`src/hdl/gne_pkg.sv`:
```
// Shared types and constants of the gate netlist evaluator.
`timescale 1ns / 1ps
`default_nettype none

package gne_pkg;

	// Default sizes of the gate table, the value store and the output width
	localparam int MAX_GATES_DEF   = 1024;
	localparam int MAX_INPUTS_DEF  = 64;
	localparam int MAX_OUTPUTS_DEF = 64;

	// Fixed field widths
	localparam int SRC_W   = 11;
	localparam int TT_W    = 4;
	localparam int GIDX_W  = 10;
	localparam int BITS_W  = 64;
	localparam int CNT7_W  = 7;
	localparam int GCNT_W  = 11;
	localparam int CFG_W   = 11;
	localparam int CFGI_W  = 2;

	// Item commands
	localparam logic CMD_LOAD = 1'b0;
	localparam logic CMD_EVAL = 1'b1;

	// Configuration register indexes
	localparam logic [CFGI_W-1:0] REG_INPUT_WIDTH  = 2'd0;
	localparam logic [CFGI_W-1:0] REG_OUTPUT_WIDTH = 2'd1;
	localparam logic [CFGI_W-1:0] REG_GATE_COUNT   = 2'd2;
	localparam logic [CFGI_W-1:0] REG_TABLE_READY  = 2'd3;

	// One gate table entry
	typedef struct packed {
		logic [SRC_W-1:0] src_a;
		logic [SRC_W-1:0] src_b;
		logic [TT_W-1:0]  tt;
	} gate_entry_t;

	// Occupancy of the gate evaluation pipeline
	typedef struct packed {
		logic r_vld;
		logic w_vld;
	} gu_stat_t;

endpackage

`default_nettype wire

```
`src/hdl/gne_gate_unit.sv`:
```
// Shared gate evaluation unit: operand read, bypass and truth table lookup.
`timescale 1ns / 1ps
`default_nettype none

module gne_gate_unit import gne_pkg::*; #(
	parameter int VAL_DEPTH = MAX_INPUTS_DEF + MAX_GATES_DEF,
	localparam int VAW = (VAL_DEPTH > 1) ? $clog2(VAL_DEPTH) : 1
) (
	input  logic           clk,
	input  logic           arst_n,
	input  logic           issue,
	input  logic [VAW-1:0] issue_waddr,
	input  gate_entry_t    entry,
	output logic [VAW-1:0] rd_addr_a,
	output logic [VAW-1:0] rd_addr_b,
	input  logic           rd_bit_a,
	input  logic           rd_bit_b,
	output logic           wr_en,
	output logic [VAW-1:0] wr_addr,
	output logic           wr_bit,
	output gu_stat_t       stat
);

	logic           r_vld_q;
	logic [VAW-1:0] r_waddr_q;
	logic           w_vld_q;
	logic [VAW-1:0] w_waddr_q;
	logic [TT_W-1:0] w_tt_q;
	logic           w_oor_a_q, w_oor_b_q;
	logic           w_fwd_a_q, w_fwd_b_q;
	logic           v_last_q;
	logic           oor_a, oor_b;
	logic           fwd_a, fwd_b;
	logic           op_a, op_b;

	// Operand addresses; indices past the store read as zero
	assign oor_a     = 32'(entry.src_a) >= VAL_DEPTH;
	assign oor_b     = 32'(entry.src_b) >= VAL_DEPTH;
	assign rd_addr_a = VAW'(entry.src_a);
	assign rd_addr_b = VAW'(entry.src_b);

	// Detect an operand that the gate in the write stage is writing right now
	assign fwd_a = w_vld_q && !oor_a && (rd_addr_a == w_waddr_q);
	assign fwd_b = w_vld_q && !oor_b && (rd_addr_b == w_waddr_q);

	// Advance stage valids
	always_ff @(posedge clk or negedge arst_n) begin
		if (!arst_n) begin
			r_vld_q <= 1'b0;
			w_vld_q <= 1'b0;
		end else begin
			r_vld_q <= issue;
			w_vld_q <= r_vld_q;
		end
	end

	// Carry gate payload down the stages
	always_ff @(posedge clk) begin
		r_waddr_q <= issue_waddr;
		w_waddr_q <= r_waddr_q;
		w_tt_q    <= entry.tt;
		w_oor_a_q <= oor_a;
		w_oor_b_q <= oor_b;
		w_fwd_a_q <= fwd_a;
		w_fwd_b_q <= fwd_b;
		if (w_vld_q) begin
			v_last_q <= wr_bit;
		end
	end

	// Select operands and look up the truth table
	assign op_a = w_oor_a_q ? 1'b0 : (w_fwd_a_q ? v_last_q : rd_bit_a);
	assign op_b = w_oor_b_q ? 1'b0 : (w_fwd_b_q ? v_last_q : rd_bit_b);

	assign wr_bit  = w_tt_q[{op_a, op_b}];
	assign wr_en   = w_vld_q;
	assign wr_addr = w_waddr_q;

	assign stat.r_vld = r_vld_q;
	assign stat.w_vld = w_vld_q;

endmodule

`default_nettype wire

```
`config.mk`:
```
export PLATFORM = sky130hd
export DESIGN_NAME = gne_gate_unit
export DESIGN_NICKNAME = d
export VERILOG_FILES = /design/src/hdl/gne_pkg.sv /design/src/hdl/gne_gate_unit.sv
export SDC_FILE = /design/constraint.sdc
export NUM_CORES = 1
export LEC_CHECK = 0
export ABC_CLOCK_PERIOD_IN_PS = 2690
export BUFFER_PORTS_ARGS = -buffer_cell sky130_fd_sc_hd__buf_2
export CORE_UTILIZATION = 30
export CTS_BUF_LIST = sky130_fd_sc_hd__clkbuf_8 sky130_fd_sc_hd__clkbuf_16
export DETAILED_ROUTE_END_ITERATION = 12
export PLACE_DENSITY = 0.7
export SETUP_SLACK_MARGIN = 0.15
export SLEW_MARGIN = 15
export SYNTH_ARGS = -nofsm -noshare
export SYNTH_HDL_FRONTEND = slang
export SYNTH_SLANG_ARGS = --single-unit
```
`constraint.sdc`:
```
create_clock -name clk -period 2.69 [get_ports clk]
set_clock_uncertainty 0.05 [all_clocks]
set_input_delay 0.269 -clock clk [delete_from_list [all_inputs] [get_ports clk]]
set_output_delay 0.269 -clock clk [all_outputs]
set_load 0.05 [all_outputs]
```
# Word-level counts from Yosys, hierarchy flattened
# Cells that the tools add are included.
# Widths: inputs -> output; s select.
[totals]
wordCells = 27
ff_bits = 33
inputBits = 42
out_inout_bits = 37
[classes]
reduce_logical = 6
eq_ne = 2
magnitude_cmp = 3
muxes = 6
[ops]
columns = ["cell", "count"]
rows = [
  ["$eq 11x11->1", 2],
  ["$ge 11x11->1 const B", 2],
  ["$mux 1", 5],
  ["$logic_and 1x1->1", 4],
  ["$lt 2x3->1 const B", 1],
  ["$bmux 1 s2", 1],
  ["$logic_not 1->1", 2],
]

# Logic depth before layout (Yosys ltp)
# Gate-level depths: netlist of the first run.
[logic_depth]
depth_word = 4
mapped_depth = 3
mapped_depth_nobuf = 3

# Worst setup path after synthesis of the first run
# OpenSTA, ideal clock, no wires.
[synth_timing]
kind = "register -> register"
startpoint = "register v_last_q"
endpoint = "register v_last_q, data pin"
path_stages_with_launch = 4
required_time_ns = 2.296
path_slack_ns = 1.127
path_buffers = 0
arrival_time_ns = 1.169
setup_time_ns = 0.344
synth_period_minus_slack_ns = 1.563
cell_sequence = "edfxtp_1 mux2i_1 nor3b_1 o32a_1"
[synth_via]
elab_chain_len = 4
elab_cells_between_ends = 6
cone_classes = "mux (6)"
[synth_rtl]
columns = ["item", "line_no", "rtl"]
rows = [
  ["from (decl)", "gne_gate_unit.sv:31", "logic v_last_q;"],
  ["from (signal assigned)", "gne_gate_unit.sv:67", "v_last_q <= wr_bit;"],
  ["$mux 1, on equally long branches (2 in a row)", "gne_gate_unit.sv:73, gne_gate_unit.sv:72", ""],
  ["$bmux 1 s2 (*)", "gne_gate_unit.sv:75", "assign wr_bit = w_tt_q[{op_a, op_b}];"],
  ["$mux 1 (not written as such) (*)", "gne_gate_unit.sv:75", ""],
  ["via wr_bit", "gne_gate_unit.sv:20", "output logic wr_bit,"],
]
# Mark *: on every way through the listed nets, which the timed path passes. The rest lies on a longest branch. The select of a mux whose other input is x is not followed.
# A chain may end at the register's enable or synchronous reset.

# Worst setup path in the final report of the first run
[layout_timing]
startpoint = "register v_last_q"
endpoint = "output wr_bit"
[layout_via]
elab_chain_len = 4
elab_cells_between_ends = 6
cone_classes = "mux (6)"
[layout_rtl]
columns = ["item", "line_no"]
rows = [
  ["$mux 1, on equally long branches (2 in a row)", "gne_gate_unit.sv:73, gne_gate_unit.sv:72"],
  ["$bmux 1 s2 (*)", "gne_gate_unit.sv:75"],
  ["$mux 1 (not written as such) (*)", "gne_gate_unit.sv:75"],
  ["to (decl)", "gne_gate_unit.sv:20"],
]
# Every way passes the cells marked *; elsewhere a longest branch is shown, timed or not. The select of a mux whose other input is x is not followed.

==> flow_summary.yaml, run 1 <==
pwr:
  leakagePower_uw: 0.000724
  total_power_uw: 1230
  ir_drop_mv: 0.446
  powerDensity_mw_per_mm2: 765
hold_path:
  hp-start: "issue_waddr[4]"
  whs_path_depth: 1
  hold_path_class: "input port to flip-flop"
  whs_endpoint: "r_waddr_q[4]"
routing:
  wirelength_um: 2500
  num_vias: 853
  drc: 0
  wl_per_cell_um: 11.9
  drt_pass1_iterations: 3
  via_per_inst: 4.08
  final_antenna_net_count: 0
  drtIter0Drc: 5
clock_tree:
  cts.sinks: 33
  cts_made_buffers: 5
  clock-root-buffer: "clkbuf_8"
  postCtsResizedCells: 0
  clockBufferDepth: 2
  clk_pin_slew_ps: 70
  cts_setup_buffers: 0
  clock_latency_ps: 280
  htreeDepth: 2
  cts_tree: "done"
sta:
  post-route-period-util_pct: 70.3
  slew_headroom_pct: 78.6
  rsz0062_at_grt: "no"
  drv_slew: 0
  setup_viol_count_final: 0
  worst_slack_ps: 798
  tns_ps: 0
  hold_viol_final: 0
  fmax_mhz: 528
  tightest_slew_ps: 312
  post-route-min-period_ps: 1890
floorplanning:
  initial_utilization_pct: 32.1
  die_area_mm2: 0.00429
  core-area_mm2: 0.00377
  die_y_um: 65.5
  die_x_um: 65.5
  std_cell_rows: 22
  io_pins: 79
final_layout:
  syn2layout_area_growth_pct: 33.1
  antenna_cells: 0
  drive_above_1_share_pct: 54.7
  final_util_pct: 42.7
  final_cell_count_no_fill: 209
  final.fill_count: 357
  finalNetCount: 202
global_route:
  grt_max_degree: 12
  track_usage_pct: 12.4
  grt_pass1_vias: 795
  overflow: 0
  grt_pass1_wl_um: 3620
  antenna_found_initial: 0
synth:
  avgSynthCellArea_um2: 12.3
  ys_warn_count: 0
  synth_cell_types: 15
  netlist_area_mm2: 0.00121
  yosysSeqAreaShare_pct: 56.3
  syn-num-nets: 140
  syn_inst: 98
  synth_seq_cells: 33
placement:
  io_buffers: 78
  gp_congestion: 0.663
  pre_cts_ws_ps: 1110
  hpwl_um: 2050
  numPlacedInstances: 200
worst_setup_path:
  required_ps: 2370
  start_kind: "flip-flop"
  rr_startpoint: "v_last_q"
  rr_endpoint: "v_last_q"
  reg2reg_depth: 3
  crit_chain: "mux2i_1 > nor3b_1 > o32a_1 > buf_2"
  critPathMaxFanout: 4
  critPathArrivalTime_ps: 1570
  cp_slowest_cell: "edfxtp_1"
  critPathKind: "flip-flop to output pin"
  rrSetupSlack_ps: 1320
  crit_path_end_kind: "output pin"
  cpPeakStageDelay_ps: 390
  crit_start: "v_last_q"
run_status:
  status: "finished, final reports clean"
job:
  cap_violations: 0
Yosys cell counts (all sizes together):
master | n | area [um^2]
buf | 24 | 180
dfrtp | 2 | 50.1
dfxtp | 30 | 601
edfxtp | 1 | 30.0
inv | 1 | 3.75
mux2i | 2 | 20.0
nand4 | 6 | 37.5
nor3b | 1 | 7.51
nor4 | 2 | 25.0
o21a | 2 | 15.0
o32a | 1 | 10.0
o32ai | 1 | 8.76
o41a | 2 | 22.5
or2 | 1 | 6.26
xnor2 | 22 | 193
layout make-up:
type                    count  area (um^2)  area share, %
clock buffers               6         82.6           5.13
clock inverters             2         37.5           2.33
inverters                   1         3.75          0.233
multi-input cells          40          345           21.4
flip-flops and latches     33          681           42.3
well taps                  48         60.1           3.73
repair buffers             79          400           24.9
worst max-delay path, delay by kind of cell, from the launching register on:
kind,cells,cell delay (ps)
and+or+nand+nor,1,90
DFF,1,390
AOI/OAI and AO/OA,1,300
muxes,1,290
buffers and inverters,1,220
report_power, final:
part	switching (uW)	leakage [uW]	internal (uW)	total [uW]
Combinational	153	0.000381	70.7	223
Clock	175	0.0000574	301	476
Sequential	15.4	0.000285	518	533
kinds of logic (layout without fill, tap and decap cells):
kind of cell	count (synthesis)	in the layout	synth area share [%]
flops	33	33	56.3
compound gates	6	6	4.65
buf+inv	25	88	15.2
mux	2	2	1.65
simple gates	10	10	6.31
xor+xnor	22	22	15.9
stage by stage:
step | hold slack (ps) | area [um^2]
finish | 32.6 | 1610
CTS | 21.4 | 1610
global placement | 4.58 | 1480
detailed placement | 6.03 | 1480
global route | 12.0 | 1610
floorplan | -76.6 | 1210
sequential cells by signal (all words and copies together), names as in the netlist:
| signal | count |
|---|---|
| w_tt_q | 4 |
| w_oor_b_q | 1 |
| wr_addr | 11 |
| r_waddr_q | 11 |
| r_vld_q | 1 |
| v_last_q | 1 |
| w_fwd_b_q | 1 |
| w_oor_a_q | 1 |
| w_fwd_a_q | 1 |
| wr_en | 1 |
metal layers:
| metal | track usage (%) | vias to the layer above | wire length, um |
|---|---|---|---|
| met5 | 0 | - | 0 |
| met4 | 7.34 | 0 | 63 |
| met3 | 5.73 | 6 | 216 |
| met2 | 19.7 | 48 | 1190 |
| met1 | 13.5 | 371 | 1030 |
| li1 | - | 428 | - |
worst max-delay path by stage:
stage	depth (start not counted)	end	slack, ps
6_report	4	wr_bit	800
5_1_grt	4	wr_bit	700
4_1_cts	4	wr_bit	800
3_5_place_dp	4	wr_bit	1110
3_3_place_gp	4	wr_bit	1140
2_1_floorplan	3	v_last_q	1130
layout by cell type (no fill, tap or decap), drive strengths merged, types with 2 or more instances in the layout:
cell type,n
buf,78
dfxtp,30
xnor2,22
nand4,6
clkbuf,6
o41a,2
mux2i,2
o21a,2
nor4,2
dfrtp,2
what timing repair did:
item                                   4_1_cts  5_1_grt
hold buffers                                 1        0
setup endpoints to repair                    0        0
endpoints found under the hold margin        2        0
Note: power is estimated with default switching activity, not from simulation.
==> run 2, diff against run 1 <==
- ABC_CLOCK_PERIOD_IN_PS: 2690 -> 1680
- PLACE_DENSITY: 0.7 -> 0.73
- clock period: 2.69 -> 1.68 ns (I/O delays scaled with it)
==> flow_summary.yaml, run 2 (synthesized netlist as in run 1, its figures left out) <==
run_status:
  status: "complete, but fails checks"
  violations: "setup timing"
placement:
  pre_cts_ws_ps: 156
  gp_congestion: 0.709
  io_buffers: 78
  post_dp_cell_area_mm2: 0.00148
  hpwl_um: 2100
worst_setup_path:
  rr_startpoint: "w_fwd_b_q"
  critPathMaxFanout: 4
  critPathKind: "flip-flop to output pin"
  crit_family: "compound AO/OA/AOI/OAI gates"
  crit_chain: "mux2i_4 > o21a_1 > o32a_2 > buf_8"
  critPathArrivalTime_ps: 1540
  path_buf_inv: 1
  cp_slowest_cell: "o32a_2"
  rrSetupSlack_ps: 150
  required_ps: 1460
  crit_start: "w_fwd_b_q"
  cpPeakStageDelay_ps: 400
  crit_path_end_kind: "output pin"
  start_kind: "flip-flop"
pwr:
  leakagePower_uw: 0.000800
  powerDensity_mw_per_mm2: 1040
  total_power_uw: 1840
  ir_drop_mv: 0.697
sta:
  rsz0062_at_grt: "yes"
  hold_viol_final: 0
  post-route-period-util_pct: 105
  worst_slack_ps: -78.6
  hold_ws_ps: 156
  tns_ps: -78.6
  drv_slew: 0
  slew_headroom_pct: 83.9
  fmax_mhz: 569
  setup_viol_count_final: 1
  tightest_slew_ps: 240
  post-route-min-period_ps: 1760
floorplanning:
  std_cell_rows: 22
  io_pins: 79
  die_x_um: 65.5
  core-area_mm2: 0.00377
  initial_utilization_pct: 32.1
  die_area_mm2: 0.00429
  die_y_um: 65.5
final_layout:
  regArea_um2: 682
  drive_above_1_share_pct: 50.6
  antenna_cells: 0
  finalNetCount: 219
  layout_commonest_cell: "buf_2"
  final_cell_mix: "buf_2 (77), dfxtp_1 (29), xnor2_1 (22)"
  syn2layout_area_growth_pct: 46.5
  final.fill_count: 339
  multi_input_area_um2: 359
  fin_area_mm2: 0.00177
routing:
  drtIter0Drc: 23
  wl_per_cell_um: 12.6
  drc: 0
  drt_pass1_iterations: 2
  num_vias: 928
  wirelength_um: 2840
  final_antenna_net_count: 0
  via_per_inst: 4.11
global_route:
  overflow: 0
  grt_pass1_vias: 1026
  grt_max_degree: 11
  grt_pass1_wl_um: 4530
  antenna_found_initial: 0
  track_usage_pct: 15.0
clock_tree:
  cts_made_buffers: 5
  clockBufferDepth: 2
  clock_latency_ps: 280
  cts_tree: "done"
  htreeDepth: 2
  clock-root-buffer: "clkbuf_8"
  cts.sinks: 33
  clk_pin_slew_ps: 60
job:
  cap_violations: 0
hold_path:
  hold_path_class: "input port to async pin"
[run 2: cell count changes in the layout (fill, tap and decap cells not counted), sizes merged]
cell	previous run	this run
clkinvlp	1	0
dlygate4sd3	1	17
buf	78	79
inv	1	3
bufinv	1	0
[run 2: power by group]
part           internal, uW  switching, uW
combinational           148            255
clock                   321            261
sequential              829           26.0
[run 2: area by class of cell]
class / instances / area share [%]
flip-flops and latches: 33 / 38.5
repair buffers: 96 / 32.6
multi-input cells: 40 / 20.3
clock buffers: 6 / 4.66
well taps: 48 / 3.39
clock inverters: 2 / 0.423
inverters: 1 / 0.212
[run 2: worst paths after layout]
kind,end,cells after the start
min,wr_en,2
max in group asynchronous,r_vld_q,2
min in group clk,w_oor_a_q,2
max reg2reg,v_last_q,4
max,wr_bit,4
min reg2reg,wr_addr[3],0
[run 2: layer usage]
layer / global-route usage [%] / share of wire, %
met3: 4.69 / 6.5
met2: 26.3 / 51
met5: 0 / 0
met4: 7.34 / 1.4
met1: 16.2 / 41
[run 2: stage by stage]
| stage | utilization, % | cells |
|---|---|---|
| 2_1_floorplan | - | 98 |
| 3_3_place_gp | 39.3 | 200 |
| 3_5_place_dp | 39.3 | 200 |
| 4_1_cts | 46.4 | 225 |
| 5_1_grt | 47.0 | 226 |
| 6_report | 47.0 | 226 |
[run 2: timing repair]
action | CTS | global route
endpoints found under the hold margin | 18 | 0
resized for setup | 3 | 3
hold buffers | 17 | 0
pin swaps | 0 | 1
setup buffers | 0 | 1
endpoints found under the setup margin | 1 | 1
